## src/hdl/csds_pkg.sv

```systemverilog
// Shared types, register indexes and constants for the calibrated stick deadzone scaler.
package csds_pkg;

    localparam int RAW_W         = 12;
    localparam int FRAC_BITS_DEF = 15;
    localparam int CFG_IDX_W     = 4;
    localparam int CFG_DATA_W    = 12;
    localparam int OUT_W         = 16;
    localparam int QUOT_W        = 19;
    localparam int RECIP_SHIFT   = 19;

    localparam logic [RAW_W-1:0]  FALLBACK_LO = 12'd300;
    localparam logic [RAW_W-1:0]  FALLBACK_HI = 12'd3800;
    localparam logic [RAW_W-1:0]  RAW_MID     = 12'd2048;
    localparam logic [OUT_W-1:0]  OUT_FULL    = 16'd32767;
    localparam logic [OUT_W-1:0]  DZ_LIMIT    = 16'd2621;
    localparam logic [19:0]       GAIN_SCALE  = 20'd557039;
    localparam logic [15:0]       RECIP_10    = 16'd52429;

    typedef enum logic [CFG_IDX_W-1:0] {
        REG_SIDE_IS_LEFT = 4'd0,
        REG_UPRIGHT_MODE = 4'd1,
        REG_CENTER_X     = 4'd2,
        REG_CENTER_Y     = 4'd3,
        REG_MIN_X        = 4'd4,
        REG_MAX_X        = 4'd5,
        REG_MIN_Y        = 4'd6,
        REG_MAX_Y        = 4'd7
    } csds_reg_t;

    typedef struct packed {
        logic [7:0] stick_byte0;
        logic [7:0] stick_byte1;
        logic [7:0] stick_byte2;
        logic       report_too_short;
    } csds_in_t;

    typedef struct packed {
        logic signed [OUT_W-1:0] axis_x_out;
        logic signed [OUT_W-1:0] axis_y_out;
        logic [RAW_W-1:0]        raw_x;
        logic [RAW_W-1:0]        raw_y;
    } csds_out_t;

    typedef struct packed {
        logic             too_short;
        logic [RAW_W-1:0] raw_x;
        logic [RAW_W-1:0] raw_y;
    } csds_side_t;

endpackage

```

## src/hdl/csds_merge.sv

```systemverilog
// Merging stage: rotation, joint deadzone, gain with saturation and output scaling.
module csds_merge #(
    parameter int FRAC_BITS = csds_pkg::FRAC_BITS_DEF
) (
    input  logic                               clk,
    input  logic                               en,
    input  logic                               side_is_left,
    input  logic                               upright_mode,
    input  logic signed [FRAC_BITS+1:0]        norm_x,
    input  logic signed [FRAC_BITS+1:0]        norm_y,
    output logic signed [csds_pkg::OUT_W-1:0]  axis_x,
    output logic signed [csds_pkg::OUT_W-1:0]  axis_y
);
    import csds_pkg::*;

    localparam int SAT_LIMIT = 10 * (2 ** FRAC_BITS);
    localparam int P_W       = FRAC_BITS + 21;
    localparam int PROD_W    = QUOT_W + 16;

    logic signed [FRAC_BITS+1:0] rot_x;
    logic signed [FRAC_BITS+1:0] rot_y;
    logic [FRAC_BITS+1:0]        abs_x;
    logic [FRAC_BITS+1:0]        abs_y;
    logic [OUT_W-1:0]            dz_x;
    logic [OUT_W-1:0]            dz_y;
    logic                        dead_next;

    logic [FRAC_BITS:0] m0_mag_x_reg;
    logic [FRAC_BITS:0] m0_mag_y_reg;
    logic               m0_neg_x_reg;
    logic               m0_neg_y_reg;
    logic               m0_dead_reg;

    logic [FRAC_BITS+5:0] gain_x;
    logic [FRAC_BITS+5:0] gain_y;
    logic [P_W-1:0]       m1_p_x_reg;
    logic [P_W-1:0]       m1_p_y_reg;
    logic                 m1_sat_x_reg;
    logic                 m1_sat_y_reg;
    logic                 m1_neg_x_reg;
    logic                 m1_neg_y_reg;
    logic                 m1_dead_reg;

    logic [QUOT_W-1:0]  quot_x;
    logic [QUOT_W-1:0]  quot_y;
    logic [PROD_W-1:0]  m2_prod_x_reg;
    logic [PROD_W-1:0]  m2_prod_y_reg;
    logic [QUOT_W-1:0]  m2_quot_x_reg;
    logic [QUOT_W-1:0]  m2_quot_y_reg;
    logic               m2_sat_x_reg;
    logic               m2_sat_y_reg;
    logic               m2_neg_x_reg;
    logic               m2_neg_y_reg;
    logic               m2_dead_reg;

    logic [OUT_W-1:0] est_x;
    logic [OUT_W-1:0] est_y;
    logic [19:0]      back_x;
    logic [19:0]      back_y;
    logic [OUT_W-1:0] mag_x;
    logic [OUT_W-1:0] mag_y;

    always_comb
    begin
        if (upright_mode)
        begin
            rot_x = norm_x;
            rot_y = norm_y;
        end
        else if (side_is_left)
        begin
            rot_x = -norm_y;
            rot_y = norm_x;
        end
        else
        begin
            rot_x = norm_y;
            rot_y = -norm_x;
        end
        abs_x     = rot_x[FRAC_BITS+1] ? (FRAC_BITS+2)'(0) - rot_x : rot_x;
        abs_y     = rot_y[FRAC_BITS+1] ? (FRAC_BITS+2)'(0) - rot_y : rot_y;
        dz_x      = OUT_W'(abs_x[FRAC_BITS:0]) << (15 - FRAC_BITS);
        dz_y      = OUT_W'(abs_y[FRAC_BITS:0]) << (15 - FRAC_BITS);
        dead_next = (dz_x < DZ_LIMIT) && (dz_y < DZ_LIMIT);
    end

    always_ff @(posedge clk)
    begin
        if (en)
        begin
            m0_mag_x_reg <= abs_x[FRAC_BITS:0];
            m0_mag_y_reg <= abs_y[FRAC_BITS:0];
            m0_neg_x_reg <= rot_x[FRAC_BITS+1];
            // The vertical output is the negated gain result.
            m0_neg_y_reg <= !rot_y[FRAC_BITS+1];
            m0_dead_reg  <= dead_next;
        end
    end

    always_comb
    begin
        gain_x = (FRAC_BITS+6)'({m0_mag_x_reg, 4'b0000}) + (FRAC_BITS+6)'(m0_mag_x_reg);
        gain_y = (FRAC_BITS+6)'({m0_mag_y_reg, 4'b0000}) + (FRAC_BITS+6)'(m0_mag_y_reg);
    end

    always_ff @(posedge clk)
    begin
        if (en)
        begin
            m1_p_x_reg   <= P_W'(m0_mag_x_reg) * P_W'(GAIN_SCALE);
            m1_p_y_reg   <= P_W'(m0_mag_y_reg) * P_W'(GAIN_SCALE);
            m1_sat_x_reg <= (gain_x > (FRAC_BITS+6)'(SAT_LIMIT));
            m1_sat_y_reg <= (gain_y > (FRAC_BITS+6)'(SAT_LIMIT));
            m1_neg_x_reg <= m0_neg_x_reg;
            m1_neg_y_reg <= m0_neg_y_reg;
            m1_dead_reg  <= m0_dead_reg;
        end
    end

    always_comb
    begin
        quot_x = m1_p_x_reg[FRAC_BITS+QUOT_W-1:FRAC_BITS];
        quot_y = m1_p_y_reg[FRAC_BITS+QUOT_W-1:FRAC_BITS];
    end

    always_ff @(posedge clk)
    begin
        if (en)
        begin
            m2_prod_x_reg <= PROD_W'(quot_x) * PROD_W'(RECIP_10);
            m2_prod_y_reg <= PROD_W'(quot_y) * PROD_W'(RECIP_10);
            m2_quot_x_reg <= quot_x;
            m2_quot_y_reg <= quot_y;
            m2_sat_x_reg  <= m1_sat_x_reg;
            m2_sat_y_reg  <= m1_sat_y_reg;
            m2_neg_x_reg  <= m1_neg_x_reg;
            m2_neg_y_reg  <= m1_neg_y_reg;
            m2_dead_reg   <= m1_dead_reg;
        end
    end

    // The reciprocal estimate of a tenth is never low and at most one too high.
    always_comb
    begin
        est_x  = m2_prod_x_reg[RECIP_SHIFT+OUT_W-1:RECIP_SHIFT];
        est_y  = m2_prod_y_reg[RECIP_SHIFT+OUT_W-1:RECIP_SHIFT];
        back_x = 20'({est_x, 3'b000}) + 20'({est_x, 1'b0});
        back_y = 20'({est_y, 3'b000}) + 20'({est_y, 1'b0});
        mag_x  = (back_x > 20'(m2_quot_x_reg)) ? est_x - 16'd1 : est_x;
        mag_y  = (back_y > 20'(m2_quot_y_reg)) ? est_y - 16'd1 : est_y;
        if (m2_sat_x_reg)
        begin
            mag_x = OUT_FULL;
        end
        if (m2_sat_y_reg)
        begin
            mag_y = OUT_FULL;
        end
        if (m2_dead_reg)
        begin
            axis_x = '0;
            axis_y = '0;
        end
        else
        begin
            axis_x = m2_neg_x_reg ? -$signed(mag_x) : $signed(mag_x);
            axis_y = m2_neg_y_reg ? -$signed(mag_y) : $signed(mag_y);
        end
    end

endmodule

```

## config.mk

```make
export PLATFORM = sky130hd
export DESIGN_NAME = csds_merge
export DESIGN_NICKNAME = d
export VERILOG_FILES = /design/src/hdl/csds_pkg.sv /design/src/hdl/csds_merge.sv
export SDC_FILE = /design/constraint.sdc
export NUM_CORES = 2
export LEC_CHECK = 0
export ABC_AREA = 0
export CORE_MARGIN = 4
export CORE_UTILIZATION = 55
export DETAILED_ROUTE_END_ITERATION = 8
export DONT_BUFFER_PORTS = 1
export GPL_ROUTABILITY_DRIVEN = 1
export PLACE_DENSITY = 0.69
export SYNTH_ARGS = -nofsm -noshare
export SYNTH_HDL_FRONTEND = slang
export SYNTH_SLANG_ARGS = --single-unit
export TNS_END_PERCENT = 50
```

## constraint.sdc

```tcl
create_clock -name clk -period 7.7 [get_ports clk]
set_input_delay 0.385 -clock clk [delete_from_list [all_inputs] [get_ports clk]]
set_output_delay 0.385 -clock clk [all_outputs]
set_load 0.05 [all_outputs]
```

### Yosys cells after proc, flatten, opt, wreduce, memory -nomap -nowiden

Index checks and enable logic that the tools add are counted.

* output and inout bits: 32
* flip-flop bits (word level): 221

* add/subtract/negate cells: 12
* reduce and logical (&&, ||, !) cells: 2
* multipliers: 4
* mux-type cells: 14
* order comparisons: 6

Operators with widths (number)
* 2-to-1 mux 16 bit: 10
* multiplier 19 x 16 -> 35 bit, second input constant: 2
* multiplier 16 x 20 -> 34 bit, second input constant: 2
* 2-to-1 mux 17 bit: 4
* adder 20 x 16 -> 21 bit: 2
* greater-than comparator 21 x 19 -> 1 bit, second input constant: 2
* adder 19 x 17 -> 20 bit: 2
* greater-than comparator 20 x 19 -> 1 bit: 2
* negation 17 bit: 2
* < comparator 16 x 12 -> 1 bit, second input constant: 2
* negation 16 bit: 2
* subtractor 1 x 16 -> 16 bit, first input constant: 2
* subtractor 16 x 1 -> 16 bit, second input constant: 2
* logical AND 1 bit: 1
* zero test 1 bit: 1

### Longest topological paths before layout

* depth after elaboration: 7
* mapped depth: 27
* gate-level depth less buffers: 26

### Worst setup path after synthesis

OpenSTA, ideal clock, no wires.

* path type: reg2out
* start: register m2_prod_y_reg[21]
* end: output port axis_y[12] (netlist bit)
* arrival time: 6648 ps
* stages on the path, launching flop included: 26
* buffers on the path: 1
* data required time: 7315 ps
* slack: 667 ps
* cell sequence: edfxtp_1 -> ha_1 -> a21o_1 -> a21oi_1 -> o21bai_1 -> a21oi_1 -> o21ai_0 -> a31o_2 -> o211a_1 -> o21a_1 -> o21ai_0 -> xnor2_1 -> ha_1 -> nand3_1 -> and4bb_2 -> o21ai_1 -> nand3b_1 -> o21ai_1 -> clkbuf_1 -> nand2_1 -> a21oi_1 -> nor2_1 -> ha_1 -> o21ai_0 -> nor4_1 -> o311ai_0

* word-level cells in the longest chain between the ends: 7
* elaborated cells between the ends (all ways): 8
* those cells by class: add/sub (3); order compare (1); mux (4)

Ends and longest elaborated chain
* start, declared: RTL line csds_merge.sv:47 `logic [PROD_W-1:0] m2_prod_y_reg;`
* start signal, assigned: RTL line csds_merge.sv:131 `m2_prod_y_reg <= PROD_W'(quot_y) * PROD_W'(RECIP_10);`
* adder 19 x 17 -> 20 bit: RTL line csds_merge.sv:148 `back_y = 20'({est_y, 3'b000}) + 20'({est_y, 1'b0});`
* greater-than comparator 20 x 19 -> 1 bit: RTL line csds_merge.sv:150 `mag_y = (back_y > 20'(m2_quot_y_reg)) ? est_y - 16'd1 : est_y;`
* 2-to-1 mux 16 bit *: RTL line csds_merge.sv:150
* 2-to-1 mux 16 bit *: RTL line csds_merge.sv:155 `if (m2_sat_y_reg)`
* negation 16 bit: RTL line csds_merge.sv:167 `axis_y = m2_neg_y_reg ? -$signed(mag_y) : $signed(mag_y);`
* 2-to-1 mux 16 bit *: RTL line csds_merge.sv:167
* 2-to-1 mux 16 bit *: RTL line csds_merge.sv:159 `if (m2_dead_reg)`
* end, declared: RTL line csds_merge.sv:12 `output logic signed [csds_pkg::OUT_W-1:0] axis_y`

Mark *: on every way between the ends. The rest lies on a longest branch, timed or not.

### Worst setup path after layout

* start: register m2_prod_y_reg[20]
* end: output port axis_y[13] (netlist bit)

Same word-level chain as after synthesis.

==> impl_summary.txt <==
----------------------------------------------------
[Routing]
  Routed via count divided by cell count ... 5.64
  Overall routed net length ... 73.9 mm
  Residual DRC count ... 0
  Violation count after the first detailed-routing iteration ... between 1k and 1.5k
  Total vias in the final route ... 23.4k
  Final routed wire length divided by cell count ... 17.9 microns
  DRT antenna net count ... 0
  Number of iterations in the first detailed-routing pass ... 5

[STA]
  PnR worst setup slack ... about 0.48 ns
  Final setup fails ... 0
  Final-report max-slew violation count ... 0
  Maximum achievable frequency ... 138 MHz
  Smallest hold slack ... between 0.06 and 0.07 ns
  Transition time at the pin with the least slew margin ... 1.03 ns
  Final Hold Vio Count ... 0
  Final clock period utilization by the worst path ... 93.8%
  Final worst clock skew ... 0.0169 ns
  Worst slew slack as a fraction of its limit ... 31.1%
  Period minus WS final ... ~7.2 ns

[Clock tree]
  Level count of the clock H-tree ... 4
  Maximum buffer depth of the clock tree ... 2
  Clock transition at path regs ... 0.08 ns
  Inserted Clock Buffers ... 17
  Clk root buf ... clkbuf_16
  CTS tree ... yes
  Clock sink count ... 153
  Clock insertion delay at the later pin of the skew report ... 0.48 ns

[Final layout]
  Nets@finish ... roughly 4.5k
  Area delta synth->final ... 4.82%
  Proportion of layout cells with a drive suffix above 1 ... 3.09%
  Fin cells ... 4,140
  Final standard cell utilization of the core ... 58.2%
  Diodes inserted ... 0
  Commonest cells after routing, fill and taps aside ... inv_1, ha_1, fa_1
  Most common cell after layout, fill and taps aside ... inv_1
  Layout filler cell count ... 5,079

[Floorplanning]
  Overall die height ... 252 microns
  Full die area ... between 0.06 and 0.07 sq mm
  Initial Utilization ... 55.5%
  Die width ... 252 microns
  Top-level port count ... 70
  Number of cell rows ... around 90
  Placeable Area ... 0.0590 sq mm

[Synthesis]
  Cells after synthesis ... about 3.4k
  FFs w/ async S/R, synth ... 0%
  Portion of synthesized cell area occupied by the leading cell type ... 27.3%
  Most used flip-flop cell after synthesis ... edfxtp_1
  Number of enable flip-flop cells after synthesis ... 153
  Cell area after technology mapping ... 0.0328 sq mm
  Synth warn ... 0
  Library cell occupying the most area in the post-synthesis netlist ... fa_1
  Synth top area cells ... fa_1, ha_1, edfxtp_1
  Distinct cell type count of the synthesized netlist ... 89
  Mapped Avg Cell Area ... 9.75 sq um
  Portion of the post-synthesis area used by sequential elements ... 14.0%
  Post-Synthesis Net Count ... 4,463
  Flip-flop and latch count after synthesis ... 153

[Global route]
  First-pass GRT wire length ... 125 mm
  Vias in the first global route ... 24.6k
  Antenna violations before repair ... 0
  Pin count of the biggest net entering global routing ... 154
  Total grt overflow ... 0
  GRT Overall Usage ... 24.1%

[Worst hold path]
  Count of cells along the worst hold path ... 0
  Worst Hold Launch ... en
  Hold-critical path endpoint ... m0_mag_x_reg[1]
  Classification of the worst-slack hold path ... input port to flop

[Place]
  Estimated wirelength of the detail-placed design ... about 64 mm
  Placed insts ... between 4k and 5k
  Number of I/O port buffers ... 0
  Last weighted congestion value of the routability-driven placer ... 0.977
  Post-Place Setup Slack ... 0.820 ns

[Worst setup path]
  FF-to-FF setup slack ... ~0.9 ns
  Setup Crit Path Kind ... flop to primary output
  Capturing element type of the critical path ... primary output
  Logic depth of the worst register-to-register path ... 19
  Critical register-to-register path startpoint ... m1_p_x_reg[17]
  Worst R2R End ... m2_prod_x_reg[34]
  Largest fanout on the critical path ... 15
  Worst path arrival time ... 6.84 ns
  Critical path required time ... ~7.3 ns
  Type of element launching the critical path ... flop

[Run]
  MaxCap Viol Count ... 0

[Run status]
  Status ... finished clean

----------------------------------------------------
layout make-up:
cell class                 count  area (sq um)  share of cell area, %
inverter                     786          2950                   8.59
timing repair buffer          22           169                  0.492
clock buffer                  18           429                   1.25
multi-input combinational   2374         25100                   73.1
tap                          773           967                   2.82
clock inverter                14           141                  0.412
sequential                   153          4590                   13.4
worst max-delay path by stage:
stage                            from                 to  slack, ns  cells past startpoint
finish              m2_prod_y_reg[20]         axis_y[13]       0.48                     23
global route        m2_prod_x_reg[21]         axis_x[14]     -0.004                     25
global placement    m2_prod_y_reg[22]         axis_y[12]       1.03                     22
floorplan           m2_prod_y_reg[21]         axis_y[12]       0.67                     25
CTS                 m2_prod_x_reg[21]         axis_x[12]       0.27                     25
detailed placement     m1_p_x_reg[22]  m2_prod_x_reg[34]       0.82                     19
metal layers:
layer | track usage (%) | share of wire, % | up-vias
met2 | 41.5 | 49 | 562
met1 | 32.6 | 45 | 11500
met4 | 6.18 | 2.0 | 0
li1 | - | - | 11200
met3 | 3.06 | 4.8 | 89
met5 | 0 | 0 | -
kinds of logic after synthesis:
group                    Yosys count  share of synthesized area (%)
AO/OA/AOI/OAI                    505                           10.4
XOR/XNOR                         181                           4.84
adder cells (fa/ha/maj)         1065                           50.9
buffers and inverters            833                           9.58
flip-flops                       153                           14.0
multiplexers                      28                          0.886
AND/OR/NAND/NOR                  595                           9.35
synth_stat cells, drive strengths merged, types with 13 or more instances:
| library cell | instances |
|---|---|
| nor2 | 173 |
| o21bai | 13 |
| or4 | 15 |
| a211oi | 24 |
| o211ai | 22 |
| nor3b | 15 |
| nand3 | 38 |
| o31ai | 21 |
| nor2b | 25 |
| or3 | 27 |
| a21oi | 118 |
| a31oi | 20 |
| nand2b | 22 |
| xnor2 | 130 |
| nor3 | 66 |
| mux2i | 20 |
| nand2 | 106 |
| o21a | 32 |
| inv | 785 |
| xor2 | 51 |
| ha | 619 |
| nand4 | 20 |
| fa | 446 |
| edfxtp | 153 |
| clkbuf | 37 |
| nor4 | 16 |
| a21o | 39 |
| o21ai | 104 |
repair_timing:
| action | in CTS | in global routing |
|---|---|---|
| setup endpoints to repair | 0 | 13 |
| buffers inserted | 0 | 3 |
| hold buffers | 0 | 0 |
| resized for setup | 0 | 7 |
metrics by stage:
stage / area [sq um] / TNS, ns
floorplan: 32800 / 0
global placement: 33700 / 0
detailed placement: 33700 / 0
CTS: 34300 / 0
global route: 34300 / -0.00392
finish: 34300 / 0
worst max-delay path: stages (launching register included):
cell and delay [ns]:
edfxtp_1 0.50, ha_1 0.32, a21o_1 0.15, a21oi_1 0.20, o21bai_1 0.09, a21oi_1 0.23
o21ai_0 0.18, a31o_2 0.29, o211a_1 0.24, o21a_1 0.19, o21ai_0 0.19, xnor2_1 0.11
ha_1 0.32, nand3_1 0.14, and4bb_2 0.34, o21ai_1 0.08, nand3b_1 0.20, o21ai_1 0.08
buf_4 0.21, a2111oi_0 0.68, mux2i_2 0.58, o41a_1 0.23, nor3_1 0.07, nor3b_2 0.72
Power is not shown: default switching activity piles up to over one toggle a cycle in this logic, so the estimate is an artifact.
