`config.mk`:
```
export PLATFORM = sky130hd
export DESIGN_NAME = csds_lane
export DESIGN_NICKNAME = d
export VERILOG_FILES = /design/src/hdl/csds_pkg.sv /design/src/hdl/csds_lane.sv
export SDC_FILE = /design/constraint.sdc
export NUM_CORES = 1
export LEC_CHECK = 0
export ABC_AREA = 1
export BUFFER_PORTS_ARGS = -buffer_cell sky130_fd_sc_hd__buf_4
export CAP_MARGIN = 20
export CORE_MARGIN = 5
export CORE_UTILIZATION = 60
export DETAILED_ROUTE_END_ITERATION = 7
export PLACE_DENSITY_LB_ADDON = 0.15
export RECOVER_POWER = 100
export SYNTH_ARGS = -nofsm -noshare
export SYNTH_HDL_FRONTEND = slang
export SYNTH_SLANG_ARGS = --single-unit
```
`constraint.sdc`:
```
create_clock -name clk -period 6.2 [get_ports clk]
set_input_delay 1.24 -clock clk [delete_from_list [all_inputs] [get_ports clk]]
set_output_delay 1.24 -clock clk [all_outputs]
set_load 0.005 [all_outputs]
```
`src/hdl/csds_pkg.sv`:
```
// Shared types, register indexes and constants for the calibrated stick deadzone scaler.
package csds_pkg;

    localparam int RAW_W         = 12;
    localparam int FRAC_BITS_DEF = 15;
    localparam int CFG_IDX_W     = 4;
    localparam int CFG_DATA_W    = 12;
    localparam int OUT_W         = 16;
    localparam int QUOT_W        = 19;
    localparam int RECIP_SHIFT   = 19;

    localparam logic [RAW_W-1:0]  FALLBACK_LO = 12'd300;
    localparam logic [RAW_W-1:0]  FALLBACK_HI = 12'd3800;
    localparam logic [RAW_W-1:0]  RAW_MID     = 12'd2048;
    localparam logic [OUT_W-1:0]  OUT_FULL    = 16'd32767;
    localparam logic [OUT_W-1:0]  DZ_LIMIT    = 16'd2621;
    localparam logic [19:0]       GAIN_SCALE  = 20'd557039;
    localparam logic [15:0]       RECIP_10    = 16'd52429;

    typedef enum logic [CFG_IDX_W-1:0] {
        REG_SIDE_IS_LEFT = 4'd0,
        REG_UPRIGHT_MODE = 4'd1,
        REG_CENTER_X     = 4'd2,
        REG_CENTER_Y     = 4'd3,
        REG_MIN_X        = 4'd4,
        REG_MAX_X        = 4'd5,
        REG_MIN_Y        = 4'd6,
        REG_MAX_Y        = 4'd7
    } csds_reg_t;

    typedef struct packed {
        logic [7:0] stick_byte0;
        logic [7:0] stick_byte1;
        logic [7:0] stick_byte2;
        logic       report_too_short;
    } csds_in_t;

    typedef struct packed {
        logic signed [OUT_W-1:0] axis_x_out;
        logic signed [OUT_W-1:0] axis_y_out;
        logic [RAW_W-1:0]        raw_x;
        logic [RAW_W-1:0]        raw_y;
    } csds_out_t;

    typedef struct packed {
        logic             too_short;
        logic [RAW_W-1:0] raw_x;
        logic [RAW_W-1:0] raw_y;
    } csds_side_t;

endpackage

```
`src/hdl/csds_lane.sv`:
```
// One axis lane: calibration select, pipelined long division and signed normalized result.
module csds_lane #(
    parameter int FRAC_BITS = csds_pkg::FRAC_BITS_DEF
) (
    input  logic                          clk,
    input  logic                          en,
    input  logic [csds_pkg::RAW_W-1:0]    raw,
    input  logic [csds_pkg::RAW_W-1:0]    center,
    input  logic [csds_pkg::RAW_W-1:0]    min_val,
    input  logic [csds_pkg::RAW_W-1:0]    max_val,
    output logic signed [FRAC_BITS+1:0]   norm
);
    import csds_pkg::*;

    logic               fallback;
    logic [RAW_W-1:0]   center_clamped;
    logic [RAW_W-1:0]   lo_eff;
    logic [RAW_W-1:0]   hi_eff;
    logic [RAW_W-1:0]   c_eff;
    logic               at_or_above;
    logic [RAW_W-1:0]   dist_next;
    logic signed [RAW_W:0] span_next;
    logic               neg_next;

    logic               s0_neg_reg;
    logic [RAW_W-1:0]   s0_dist_reg;
    logic signed [RAW_W:0] s0_span_reg;

    logic               s1_zero_next;
    logic               s1_big_next;

    logic [RAW_W-1:0]     rem_reg  [0:FRAC_BITS];
    logic [FRAC_BITS-1:0] quot_reg [0:FRAC_BITS];
    logic [RAW_W-1:0]     span_reg [0:FRAC_BITS];
    logic                 neg_reg  [0:FRAC_BITS];
    logic                 zero_reg [0:FRAC_BITS];
    logic                 big_reg  [0:FRAC_BITS];

    logic [FRAC_BITS:0]         mag_next;
    logic signed [FRAC_BITS+1:0] norm_next;
    logic signed [FRAC_BITS+1:0] norm_reg;

    always_comb
    begin
        fallback = (min_val >= max_val);
        if (center < FALLBACK_LO)
        begin
            center_clamped = FALLBACK_LO;
        end
        else if (center > FALLBACK_HI)
        begin
            center_clamped = FALLBACK_HI;
        end
        else
        begin
            center_clamped = center;
        end
        lo_eff      = fallback ? FALLBACK_LO : min_val;
        hi_eff      = fallback ? FALLBACK_HI : max_val;
        c_eff       = fallback ? center_clamped : center;
        at_or_above = (raw >= c_eff);
        neg_next    = !at_or_above;
        dist_next   = at_or_above ? (raw - c_eff) : (c_eff - raw);
        span_next   = at_or_above ? ($signed({1'b0, hi_eff}) - $signed({1'b0, c_eff}))
                                  : ($signed({1'b0, c_eff}) - $signed({1'b0, lo_eff}));
    end

    always_ff @(posedge clk)
    begin
        if (en)
        begin
            s0_neg_reg  <= neg_next;
            s0_dist_reg <= dist_next;
            s0_span_reg <= span_next;
        end
    end

    always_comb
    begin
        s1_zero_next = s0_span_reg[RAW_W] || (s0_span_reg == '0);
        s1_big_next  = !s1_zero_next && (s0_dist_reg >= s0_span_reg[RAW_W-1:0]);
    end

    always_ff @(posedge clk)
    begin
        if (en)
        begin
            rem_reg[0]  <= s0_dist_reg;
            quot_reg[0] <= '0;
            span_reg[0] <= s0_span_reg[RAW_W-1:0];
            neg_reg[0]  <= s0_neg_reg;
            zero_reg[0] <= s1_zero_next;
            big_reg[0]  <= s1_big_next;
        end
    end

    // Each stage produces one quotient bit, most significant first.
    for (genvar k = 1; k <= FRAC_BITS; k++)
    begin : g_div
        logic [RAW_W:0]     trial;
        logic               take;
        logic [RAW_W-1:0]   rem_next;
        logic [FRAC_BITS-1:0] quot_next;

        always_comb
        begin
            trial     = {rem_reg[k-1], 1'b0};
            take      = (trial >= {1'b0, span_reg[k-1]});
            rem_next  = take ? RAW_W'(trial - {1'b0, span_reg[k-1]}) : trial[RAW_W-1:0];
            quot_next = {quot_reg[k-1][FRAC_BITS-2:0], take};
        end

        always_ff @(posedge clk)
        begin
            if (en)
            begin
                rem_reg[k]  <= rem_next;
                quot_reg[k] <= quot_next;
                span_reg[k] <= span_reg[k-1];
                neg_reg[k]  <= neg_reg[k-1];
                zero_reg[k] <= zero_reg[k-1];
                big_reg[k]  <= big_reg[k-1];
            end
        end
    end

    always_comb
    begin
        if (zero_reg[FRAC_BITS])
        begin
            mag_next = '0;
        end
        else if (big_reg[FRAC_BITS])
        begin
            mag_next = (FRAC_BITS+1)'(1) << FRAC_BITS;
        end
        else
        begin
            mag_next = {1'b0, quot_reg[FRAC_BITS]};
        end
        norm_next = neg_reg[FRAC_BITS] ? -$signed({1'b0, mag_next})
                                       : $signed({1'b0, mag_next});
    end

    always_ff @(posedge clk)
    begin
        if (en)
        begin
            norm_reg <= norm_next;
        end
    end

    assign norm = norm_reg;

endmodule

```
=== Word level (Yosys, flattened, before mapping) ===
Memories as Yosys holds them, arrays and structs flattened.
Index checks and enable logic that the tools add are counted.
W data, S select, Z words.

* $add $sub $neg: 20
* Muxes and demuxes: 27
* Reductions and logical operators: 5
* $lt $le $gt $ge: 20

{| class="wikitable"
|+ Operators with widths
! cell !! count
|-
| $mux W12 || 21
|-
| $sub A12 B12 Y12 || 17
|-
| $ge A13 B12 Y1 || 15
|-
| $mux W16 || 3
|-
| $ge A12 B12 Y1 || 3
|-
| $sub A12 B12 Y13 || 2
|-
| $neg A16 Y17 || 1
|-
| $logic_not A13 Y1 || 1
|-
| $mux W13 || 1
|-
| $gt A12 B12 Y1 const B || 1
|-
| $lt A12 B9 Y1 const B || 1
|-
| $logic_not A1 Y1 || 2
|-
| $mux W1 || 2
|-
| $logic_and A1 B1 Y1 || 1
|-
| $logic_or A1 B1 Y1 || 1
|}

* Memories kept: 6
* Register bits: 43
* Bits in writable memories: 672
* Word-level logic and storage cells: 83

{| class="wikitable"
|+ Memory list
! memory !! depth !! width !! rd ports !! clocked after Yosys merged registers in !! write ports !! line !! text
|-
| quot_reg || 16 || 15 || 16 || 0 || 16 || csds_lane.sv:33 || <nowiki>logic [FRAC_BITS-1:0] quot_reg [0:FRAC_BITS];</nowiki>
|-
| rem_reg || 16 || 12 || 15 || 0 || 16 || csds_lane.sv:32 || <nowiki>logic [RAW_W-1:0] rem_reg [0:FRAC_BITS];</nowiki>
|-
| span_reg || 16 || 12 || 15 || 0 || 16 || csds_lane.sv:34 || <nowiki>logic [RAW_W-1:0] span_reg [0:FRAC_BITS];</nowiki>
|-
| big_reg || 16 || 1 || 16 || 0 || 16 || csds_lane.sv:37 || <nowiki>logic big_reg [0:FRAC_BITS];</nowiki>
|-
| neg_reg || 16 || 1 || 16 || 0 || 16 || csds_lane.sv:35 || <nowiki>logic neg_reg [0:FRAC_BITS];</nowiki>
|-
| zero_reg || 16 || 1 || 16 || 0 || 16 || csds_lane.sv:36 || <nowiki>logic zero_reg [0:FRAC_BITS];</nowiki>
|}

=== Depth between registers and ports, before layout ===
Gate-level depths: netlist of run 1.

* Word-level depth: 6
* Gate-level depth with buffers: 30

=== Worst setup path after synthesis of run 1 ===
OpenSTA, ideal clock, no wires.

* Path type: in2reg
* Start: input port max_val[11] (netlist bit)
* End: register s0_span_reg[2], data pin
* Path buffers: 4
* Path slack: 1.724 ns
* Required time: 5.942 ns
* Data arrival time: 4.218 ns
* Cell stages on the path: 24
* Cells stage by stage: inv_1 ha_1 nand2_2 inv_2 nand2_1 nand2_1 a21oi_4 nand2_4 buf_6 nand2_4 inv_1 o21ai_0 inv_1 ha_1 clkbuf_1 a21oi_1 o21a_1 inv_1 a221oi_1 nand2_2 buf_6 buf_4 nand2_1 o31ai_1

* Word-level cells in the longest chain between the ends: 4

{| class="wikitable"
|+ RTL lines
! what !! line !! text
|-
| start, declared || csds_lane.sv:10 || <nowiki>input logic [csds_pkg::RAW_W-1:0] max_val,</nowiki>
|-
| $ge A12 B12 Y1 * || csds_lane.sv:45 || <nowiki>fallback = (min_val >= max_val);</nowiki>
|-
| $mux W12, on equally long branches || csds_lane.sv:60, csds_lane.sv:58, csds_lane.sv:59 ||
|-
| $sub A12 B12 Y13, or another cell as far along || csds_lane.sv:65 || <nowiki>: ($signed({1'b0, c_eff}) - $signed({1'b0, lo_eff}));</nowiki>
|-
| $mux W13 * || csds_lane.sv:64 || <nowiki>span_next = at_or_above ? ($signed({1'b0, hi_eff}) - $signed({1'b0, c_eff}))</nowiki>
|-
| net span_next[2] || csds_lane.sv:22 || <nowiki>logic signed [RAW_W:0] span_next;</nowiki>
|-
| end signal, assigned || csds_lane.sv:74 || <nowiki>s0_span_reg <= span_next;</nowiki>
|-
| end, declared || csds_lane.sv:27 || <nowiki>logic signed [RAW_W:0] s0_span_reg;</nowiki>
|}

Mark *: on every way through the listed nets, which the timed path passes. The rest lies on a longest branch.
A chain may end at the register's enable or synchronous reset.

=== Worst setup path after layout of run 1 ===
* Start: input port min_val[11] (netlist bit)
* End: register s0_dist_reg[11], data pin

* Word-level cells in the longest chain between the ends: 4

{| class="wikitable"
|+ RTL lines
! what !! line !! text
|-
| start, declared || csds_lane.sv:9 || <nowiki>input logic [csds_pkg::RAW_W-1:0] min_val,</nowiki>
|-
| $ge A12 B12 Y1 * || csds_lane.sv:45 ||
|-
| $mux W12 * || csds_lane.sv:60 || <nowiki>c_eff = fallback ? center_clamped : center;</nowiki>
|-
| $sub A12 B12 Y12 / $ge A12 B12 Y1 (equally long branches) || csds_lane.sv:63, csds_lane.sv:61 ||
|-
| $mux W12 * || csds_lane.sv:63 || <nowiki>dist_next = at_or_above ? (raw - c_eff) : (c_eff - raw);</nowiki>
|-
| net dist_next[11] || csds_lane.sv:21 || <nowiki>logic [RAW_W-1:0] dist_next;</nowiki>
|-
| end signal, assigned || csds_lane.sv:73 || <nowiki>s0_dist_reg <= dist_next;</nowiki>
|-
| end, declared || csds_lane.sv:26 || <nowiki>logic [RAW_W-1:0] s0_dist_reg;</nowiki>
|}

Marked as above.

==> results of run 1 <==
## cell families (layout without fill, tap and decap cells)
group	Yosys count	count (layout)	synth area share (%)
flops	571	571	56.37
mux	1	1	0.03291
buf+inv	464	604	5.850
xor+xnor	163	163	4.694
compound gates	481	481	8.775
fa+ha+maj	264	264	11.30
simple gates	932	932	12.97
## worst max-delay path by stage
stage / start / slack (ns) / cells after the start / endpoint
detailed placement: min_val[11] / 1.01 / 22 / s0_dist_reg[11]
floorplan: max_val[11] / 1.72 / 24 / s0_span_reg[2]
CTS: min_val[11] / 1.63 / 22 / s0_dist_reg[11]
global placement: min_val[11] / 1.07 / 22 / s0_dist_reg[9]
global route: max_val[7] / 0.68 / 21 / s0_dist_reg[11]
finish: min_val[11] / 1.10 / 22 / s0_dist_reg[11]
## worst max-delay path, cell delays in order
cell,delay [ns]
buf_4,0.11
ha_1,0.31
nand2_2,0.11
inv_2,0.03
nand2_1,0.05
nand2_1,0.08
a21oi_4,0.17
nand2_1,0.39
nand2_1,0.32
inv_1,0.07
o21ai_0,0.33
inv_1,0.14
ha_1,0.40
a21oi_1,0.24
o21a_1,0.15
inv_1,0.04
a221oi_1,0.24
nand2_1,0.32
inv_2,0.40
nand2_1,0.12
nand3_1,0.10
nand2_1,0.07
## report_power, final
part | internal, mW | total, mW | switching, mW | leakage [nW]
clock network | 2.33 | 3.82 | 1.49 | 1.00
registers | 5.47 | 5.94 | 0.470 | 5.56
logic | 2.03 | 5.23 | 3.20 | 7.86
## cell usage in the layout, fill, tap and decap left out, drive strengths merged, types with 10 or more instances in the layout
cell	instances
clkinv	19
xnor2	90
a21o	12
a21oi	292
xor2	73
ha	246
nor3	19
nand3	126
buf	49
nand4	37
nor2	290
nand2	440
fa	18
nor4	12
a31oi	13
edfxtp	571
o21ai	108
inv	419
clkinvlp	10
bufinv	14
o21a	10
clkbuf	93
## layout make-up
class | count | area [um^2]
inverter | 419 | 1573
sequential | 571 | 17150
clock inverter | 43 | 619.3
fill | 3811 | 16490
clock buffer | 67 | 1506
multi-input combinational | 1841 | 11460
timing repair buffer | 75 | 533.0
tap | 672 | 840.8
## layer usage
layer  vias to the layer above  GRT usage, %
met5                         -             0
met4                         0         4.937
met3                        86         3.093
met2                       480         38.59
met1                      9710         31.69
li1                      10100             -
## stage by stage
stage	setup WS, ns	area [um^2]	instances	utilization [%]	hold slack, ns
after floorplan	1.724	30420	2876	-	0.4003
after CTS	1.625	33790	3688	67.35	0.4162
after detailed placement	1.008	31670	3578	63.12	0.4045
final	1.103	33680	3688	67.14	0.4152
after global placement	1.066	31670	3578	63.12	0.4001
after global routing	0.6848	33680	3688	67.14	0.4201
==> results.py, run 1 <==
metrics = {
    "status": {
        "outcome": "complete, but fails checks",
        "violations": "capacitance limit, slew limit",
    },
    "sta": {
        "final_max_slew_viol_count": 480,
        "finalCritPeriodShare_pct": 82.21,
        "fin_skew_ns": 0.03872,
        "fmax_mhz": 196.2,
        "worst_pin_slew_ns": 3.584,
        "tns_ns": 0,
        "fin_crit_ns": 5.097,
        "rsz0062_at_grt": "no",
        "final-hold-violation-count": 0,
        "timing.slew.headroom_pct": -138.9,
        "setup_viol": 0,
    },
    "route": {
        "drt_wl_total_mm": 64.14,
        "drc": 0,
        "top_layer": "met4",
        "drt-vias-per-instance": 5.525,
        "routed-wl-met3_mm": 2.894,
        "drt_iter0_markers": 1628,
        "wl_per_cell_um": 17.39,
        "met1Wirelength_mm": 29.10,
        "first_pass_iters": 6,
        "wl_met2_mm": 30.98,
        "ant_nets": 0,
        "vias": 20380,
    },
    "worst_hold_path": {
        "hold_start": "zero_reg[1][4]",
        "holdPathEnd": "zero_reg[1][5]",
        "hold_class": "register to register",
        "holdPathStages": 0,
    },
    "power_and_ir_drop": {
        "total_leakage_power_nw": 14.42,
        "totalPowerFinal_mw": 15.00,
        "power.density_nw_per_um2": 445.2,
        "ir_worst_vdd_mv": 0.2805,
    },
    "grt": {
        "grt_usage_pct": 22.71,
        "grt_overflow": 0,
        "grt_pass1_wl_mm": 102.8,
        "antenna_found_initial": 0,
        "grt_pass1_vias": 19970,
        "grt_max_degree": 148,
    },
    "clocking": {
        "clock_sinks": 571,
        "cts_hold_buffers": 0,
        "post_cts_buffers": 0,
        "clkLatencyLatePin_ns": 0.62,
        "htreeDepth": 2,
        "post_cts_resized": 0,
        "clk_pin_slew_worst_paths_ns": 0.06,
        "cts_tree": "done",
        "cts_made_buffers": 58,
        "cts_buffer_depth": 3,
        "clockRootBuffer": "clkbuf_16",
    },
    "critical_path": {
        "path_max_fanout": 22,
        "crit_path_end_kind": "register",
        "worstRegToRegCells": 8,
        "path_class": "input port to register",
        "reg2reg_from": "span_reg[0][89]",
        "crit_arrival_ns": 5.44,
        "critPathLaunchType": "input port",
        "r2r_end": "rem_reg[8][5]",
        "cp.required_ns": 6.54,
        "regToRegSetupSlack_ns": 2.38,
    },
    "synth": {
        "synth-seq-area-share_pct": 56.37,
        "yosysTopAreaCell": "edfxtp_1",
        "ys_types": 53,
        "async_flop_share_pct": 0,
        "synth_area_um2": 30420,
        "syn_nets": 3190,
        "synth.area.top_cells": "edfxtp_1 (56%), ha_1 (10%), nand2_1 (5.3%)",
        "ys_warn_count": 0,
        "synth_edf_count": 571,
        "yosys-top-cells-count": "edfxtp_1 (571), nand2_1 (426), inv_1 (416)",
        "synth_top_area_share_pct": 56.37,
        "yosys_most_used_dff": "edfxtp_1",
        "synth.most_common_cell": "edfxtp_1",
        "avgSynthCellArea_um2": 10.58,
        "synth-seq-cells": 571,
        "synth_cells": 2876,
    },
    "floorplanning": {
        "core_um2": 50170,
        "rows": 82,
        "die_x_um": 235.2,
        "num_io_pins": 67,
        "initial_utilization_pct": 60.62,
        "die_area_um2": 55300,
        "dieHeight_um": 235.2,
    },
    "final_layout": {
        "drive_gt1_share_pct": 6.333,
        "antenna_cells": 0,
        "syn_to_final_growth_pct": 10.75,
        "layout.nets": 3280,
    },
    "place": {
        "dp_hpwl_mm": 47.49,
        "place_congestion": 0.9188,
        "portBuffers": 66,
    },
    "run": {
        "drv_cap": 5,
    },
}
Note: power is estimated with default switching activity, not from simulation.
==> run 2, diff against run 1 <==
Settings changed: ABC_AREA 1 to 0, CORE_UTILIZATION 60 to 57.
Clock period 6.2 ns to 4.4 ns, I/O delays scaled along.
==> run 2 against run 1 <==
Effect of this change:
- the flow still finishes with violations (capacitance limit, slew limit)
- synthesized cell count shrank 9.7%
- wire length shrank 6.8%
- critical endpoint is now s0_span_reg[10]
- total power grew 41%
- clock-buffer cell count shrank 1
- die area grew 4.3%
- setup slack lost 0.90 ns
==> results.py, run 2 <==
metrics = {
    "status": {
        "outcome": "complete, but fails checks",
        "violations": "capacitance limit, slew limit",
    },
    "clocking": {
        "htreeDepth": 2,
        "cts_tree": "done",
        "clockRootBuffer": "clkbuf_16",
        "clock_sinks": 571,
        "cts_buffer_depth": 3,
        "clk_pin_slew_worst_paths_ns": 0.07,
        "cts_made_buffers": 58,
        "clkLatencyLatePin_ns": 0.61,
    },
    "route": {
        "routed-wl-met3_mm": 2.765,
        "ant_nets": 0,
        "wl_met2_mm": 29.25,
        "drt_wl_total_mm": 59.79,
        "vias": 19700,
        "drt-vias-per-instance": 5.609,
        "drc": 0,
        "wl_per_cell_um": 17.02,
        "top_layer": "met4",
        "drt_iter0_markers": 1393,
        "met1Wirelength_mm": 26.06,
        "first_pass_iters": 5,
    },
    "critical_path": {
        "crit_path_end_kind": "register",
        "crit_top_cell": "nor2_1",
        "path_class": "input port to register",
        "cpMaxStageDelayCell": "a2111oi_4",
        "cp_cell_sequence": "buf_4, inv_2, ha_4, nand2b_4, a2111oi_4, or3_4, a21oi_4, nor2_1, ha_1, inv_1, fa_2, a21o_1, a21oi_2, o21bai_1, maj3_2, mux2i_2, o21ai_1, a21oi_1, nor2b_1, nor2_1, xor2_1, mux2i_1",
        "crit_family": "compound AO/OA/AOI/OAI gates",
        "crit_cells": 22,
        "timing.critical_path.buf_inv": 3,
        "cp_slowest_stage_delay_ns": 0.40,
        "critPathLaunchType": "input port",
        "path_max_fanout": 4,
        "worstRegToRegCells": 12,
        "crit_arrival_ns": 4.54,
        "cp.required_ns": 4.74,
    },
    "synth": {
        "yosys-top-cells-count": "edfxtp_1 (571), inv_1 (347), nand2_1 (267)",
        "synth.most_common_cell": "edfxtp_1",
        "synth_edf_count": 571,
        "avgSynthCellArea_um2": 11.62,
        "syn_nets": 2911,
        "yosys_most_used_dff": "edfxtp_1",
        "ys_warn_count": 0,
        "synth_area_um2": 30190,
        "synth.area.top_cells": "edfxtp_1 (57%), ha_1 (10%), inv_1 (4.3%)",
        "synth-seq-area-share_pct": 56.80,
        "async_flop_share_pct": 0,
        "ys_types": 80,
        "synth_top_area_share_pct": 56.80,
        "synth_cells": 2597,
        "synth-seq-cells": 571,
        "yosysTopAreaCell": "edfxtp_1",
    },
    "worst_hold_path": {
        "hold_class": "register to register",
        "holdPathStages": 0,
    },
    "final_layout": {
        "stdcell_count": 3512,
        "fillCellCount": 3937,
        "syn_to_final_growth_pct": 13.12,
        "design_area_um2": 34150,
        "antenna_cells": 0,
        "mostFrequentLayoutCell": "edfxtp_1",
        "layout.nets": 3090,
        "post-route-util_pct": 64.98,
        "final_cell_mix": "edfxtp_1 (571), inv_1 (340), nand2_1 (267)",
        "drive_gt1_share_pct": 11.61,
    },
    "run": {
        "drv_cap": 5,
    },
    "sta": {
        "setup_viol": 0,
        "finalCritPeriodShare_pct": 95.42,
        "fin_crit_ns": 4.198,
        "timing.slew.headroom_pct": -20.78,
        "fin_skew_ns": 0.02944,
        "setup_slack_ns": 0.2016,
        "fmax_mhz": 238.2,
        "rsz0062_at_grt": "no",
        "tns_ns": 0,
        "final_max_slew_viol_count": 546,
        "final-hold-violation-count": 0,
        "worst_pin_slew_ns": 1.812,
        "hold_ws_ns": 0.4163,
    },
    "place": {
        "place_ws_ns": -0.3970,
        "portBuffers": 66,
        "dpl-instance-area_um2": 32330,
        "dp_cells": 3403,
        "place_congestion": 0.9228,
        "dp_hpwl_mm": 44.34,
    },
    "grt": {
        "antenna_found_initial": 0,
        "grt_pass1_vias": 19710,
        "grt_overflow": 0,
        "grt_usage_pct": 20.62,
        "grt_max_degree": 134,
        "grt_pass1_wl_mm": 97.03,
    },
    "floorplanning": {
        "core_um2": 52550,
        "initial_utilization_pct": 57.44,
        "dieHeight_um": 240.1,
        "die_x_um": 240.1,
        "rows": 84,
        "num_io_pins": 67,
        "die_area_um2": 57660,
    },
    "power_and_ir_drop": {
        "total_leakage_power_nw": 14.03,
        "ir_worst_vdd_mv": 0.3625,
        "totalPowerFinal_mw": 21.16,
        "power.density_nw_per_um2": 619.6,
    },
}
## run 2: changes by cell type in the layout (fill, tap and decap cells not counted), sizes merged, moves of 78 or more
cell	change
a21oi	-204
buf	+78
nand2	-171
nand3	-101
nor2	-135
o21ai	+102
## run 2: final cells by class
type | instances | area, um^2 | area share [%]
Tap cell | 688 | 860.8 | 2.521
Timing Repair Buffer | 167 | 1196 | 3.503
Clock buffer | 66 | 1481 | 4.339
Sequential cell | 571 | 17150 | 50.22
Clock inverter | 42 | 498.0 | 1.458
Multi-Input combinational cell | 1628 | 11620 | 34.03
Inverter | 350 | 1344 | 3.936
## run 2: cells by family after synthesis
group | Yosys count | synth area share, %
AND/OR/NAND/NOR | 655 | 9.985
adder cells (fa/ha/maj) | 265 | 11.42
AO/OA/AOI/OAI | 588 | 13.07
XOR/XNOR | 110 | 3.279
flip-flops | 571 | 56.80
buffers and inverters | 398 | 5.086
multiplexers | 10 | 0.3565
## run 2: worst paths after layout
check / start / to / slack [ns]
setup / recovery: min_val[0] / s0_span_reg[10] / 0.20
hold / removal: quot_reg[1][93] / quot_reg[1][109] / 0.42
setup reg to reg: rem_reg[11][0] / rem_reg[12][10] / 0.27
hold reg to reg: quot_reg[1][93] / quot_reg[1][109] / 0.42
## run 2: routing by layer
metal,up-vias,track usage (%)
met5,-,0
met4,0,5.983
met3,127,3.017
met2,469,35.19
met1,9459,27.80
li1,9644,-
## run 2: worst register-to-register path, cell delays in order (launching register included)
cell	delay, ns
edfxtp_1	0.42
ha_1	0.34
nor2b_1	0.13
o21ai_0	0.36
a21boi_0	0.20
o21ai_0	0.29
a21boi_0	0.16
o21ai_0	0.22
a21boi_0	0.21
o31a_1	0.34
o41ai_1	0.58
clkbuf_2	0.45
o21ai_0	0.17
## run 2: power by group
| group | internal, mW | leakage, nW | switching, mW |
|---|---|---|---|
| Combinational | 3.12 | 7.47 | 4.46 |
| Sequential | 7.86 | 5.61 | 0.665 |
| Clock | 3.01 | 0.951 | 2.04 |
## run 2: timing repair
action / in CTS / in global routing
resized for setup: 0 / 2
buffers inserted: 0 / 1
hold endpoints to repair: 0 / 0
hold buffers: 0 / 0
endpoints found under the setup margin: 0 / 8
==> run 3, diff against run 2 <==
Settings changed: PLACE_DENSITY from default to 0.76, PLACE_DENSITY_LB_ADDON 0.15 to default.
==> run 3 against run 2 <==
Effect of this change:
- the run still ends with capacitance limit, slew limit left
- clock skew fell by 0.0035 ns
- hold slack got worse by 0.0020 ns
- register-to-register slack improved by 0.09 ns
- non-clock buffer count rose by 14
- sequential share of layout area barely moved
- largest power group unchanged
- highest routed layer unchanged
==> results.py, run 3 (synthesized netlist as in run 2, its figures left out) <==
metrics = {
    "critical_path": {
        "crit_arrival_ns": 4.52,
        "regToRegSetupSlack_ns": 0.36,
        "cp_cell_sequence": "buf_4, inv_1, ha_1, and4_4, nand2_4, or3_4, nand2_4, nand2b_4, nor2b_4, o21ai_2, inv_1, ha_4, a21o_1, a21oi_2, o21bai_1, maj3_2, mux2i_1, o21ai_1, a21oi_1, nor2b_1, nor2_1, xor2_1, mux2i_1",
        "path_class": "input port to register",
        "reg2reg_from": "span_reg[1][1]",
        "critPathLaunchType": "input port",
        "crit_path_start": "max_val[6]",
        "cp.required_ns": 4.74,
        "worstRegToRegCells": 14,
        "crit_path_end_kind": "register",
        "r2r_end": "rem_reg[9][10]",
        "cpMaxStageDelayCell": "or3_4",
        "crit_end": "s0_span_reg[10]",
        "path_max_fanout": 5,
        "cp_slowest_stage_delay_ns": 0.43,
    },
    "grt": {
        "antenna_found_initial": 1,
        "grt_max_degree": 84,
        "grt_pass1_vias": 19720,
        "grt_usage_pct": 21.20,
        "grt_pass1_wl_mm": 99.20,
        "grt_overflow": 0,
    },
    "final_layout": {
        "mostFrequentLayoutCell": "edfxtp_1",
        "post-route-util_pct": 64.93,
        "multi_input_area_um2": 11620,
        "stdcell_count": 3521,
        "drive_gt1_share_pct": 11.19,
        "syn_to_final_growth_pct": 13.04,
        "antenna_cells": 0,
        "layout.nets": 3102,
        "fillCellCount": 3925,
        "regArea_um2": 17150,
        "final_cell_mix": "edfxtp_1 (571), inv_1 (341), nand2_1 (267)",
    },
    "floorplanning": {
        "die_x_um": 240.1,
        "core_um2": 52550,
        "dieHeight_um": 240.1,
        "initial_utilization_pct": 57.44,
        "rows": 84,
        "num_io_pins": 67,
        "die_area_um2": 57660,
    },
    "clocking": {
        "htreeDepth": 2,
        "post_cts_buffers": 0,
        "clock_sinks": 571,
        "cts_buffer_depth": 3,
        "clk_pin_slew_worst_paths_ns": 0.07,
        "clockRootBuffer": "clkbuf_16",
        "clkLatencyLatePin_ns": 0.61,
        "cts_tree": "done",
        "cts_made_buffers": 56,
    },
    "sta": {
        "rsz0062_at_grt": "no",
        "worst_pin_slew_ns": 2.164,
        "final-hold-violation-count": 0,
        "fin_skew_ns": 0.02595,
        "fin_crit_ns": 4.172,
        "fmax_mhz": 239.7,
        "timing.slew.headroom_pct": -44.27,
        "setup_viol": 0,
        "final_max_slew_viol_count": 362,
        "tns_ns": 0,
        "finalCritPeriodShare_pct": 94.82,
    },
    "power_and_ir_drop": {
        "total_leakage_power_nw": 14.02,
        "ir_worst_vdd_mv": 0.3922,
        "totalPowerFinal_mw": 21.14,
        "power.density_nw_per_um2": 619.5,
    },
    "status": {
        "outcome": "complete, but fails checks",
        "violations": "capacitance limit, slew limit",
    },
    "worst_hold_path": {
        "holdPathStages": 0,
        "hold_class": "register to register",
        "hold_start": "neg_reg[1][1]",
    },
    "route": {
        "ant_nets": 0,
        "drt_iter0_markers": 1783,
        "drt-vias-per-instance": 5.618,
        "first_pass_iters": 6,
        "wl_per_cell_um": 17.51,
        "drt_wl_total_mm": 61.65,
        "drc": 0,
        "vias": 19780,
    },
    "place": {
        "dp_cells": 3418,
        "dp_hpwl_mm": 45.90,
        "place_congestion": 0.9150,
        "portBuffers": 66,
    },
    "run": {
        "drv_cap": 7,
    },
}
## run 3: cell count changes in the layout (fill, tap and decap cells not counted), moves of 2 or more
cell,change
clkbuf_1,+17
buf_4,+6
clkbuf_4,-6
clkinv_2,-6
clkinvlp_4,-4
clkbuf_16,-2
clkbuf_2,+2
## run 3: how the worst min path moves through the flow
stage,end,slack (ns)
2_1_floorplan,big_reg[10],0.40
3_3_place_gp,quot_reg[1][46],0.40
3_5_place_dp,neg_reg[1][1],0.40
4_1_cts,quot_reg[1][5],0.41
5_1_grt,quot_reg[1][85],0.42
6_report,neg_reg[1][2],0.41
## run 3: layer usage
metal  track usage (%)  part of all wire, %  vias up
li1                  -                    -     9658
met1             27.76                   43     9525
met2             37.26                   50      498
met3             3.269                  4.7      101
met4             5.571                  2.4        0
met5                 0                    0        -
## run 3: worst max-delay path: cells and delay by family
kind	cells	cell delay, ns
AND/OR/NAND/NOR	8	1.32
AO/OA/AOI/OAI	6	0.79
multiplexers	2	0.30
buffers and inverters	3	0.23
XOR/XNOR	1	0.16
adder cells (fa/ha/maj)	3	0.83
## run 3: where the power goes
group	internal (mW)	switching, mW	leakage, nW	total [mW]
Combinational	3.13	4.55	7.50	7.69
Sequential	7.86	0.675	5.61	8.53
Clock	2.93	1.99	0.912	4.92
## run 3: what timing repair did
item	in CTS	in global routing
hold buffers	0	0
endpoints found under the setup margin	0	1
gates resized for setup	0	2
endpoints found under the hold margin	0	0
## run 3: per-stage QoR
stage          setup WS [ns]  cell area (um^2)  hold slack (ns)
2_1_floorplan      -0.007912             30390           0.4003
3_3_place_gp         -0.3029             32470           0.4008
3_5_place_dp         -0.3704             32470           0.4045
4_1_cts               0.2671             34360           0.4145
5_1_grt              0.02504             34120           0.4227
6_report              0.2280             34120           0.4142
## run 3: cell type report
class / count / area share [%]
sequential: 571 / 50.25
multi-input combinational: 1628 / 34.07
clock buffer: 70 / 4.261
inverter: 350 / 3.938
timing repair buffer: 181 / 3.667
tap: 688 / 2.523
clock inverter: 33 / 1.294
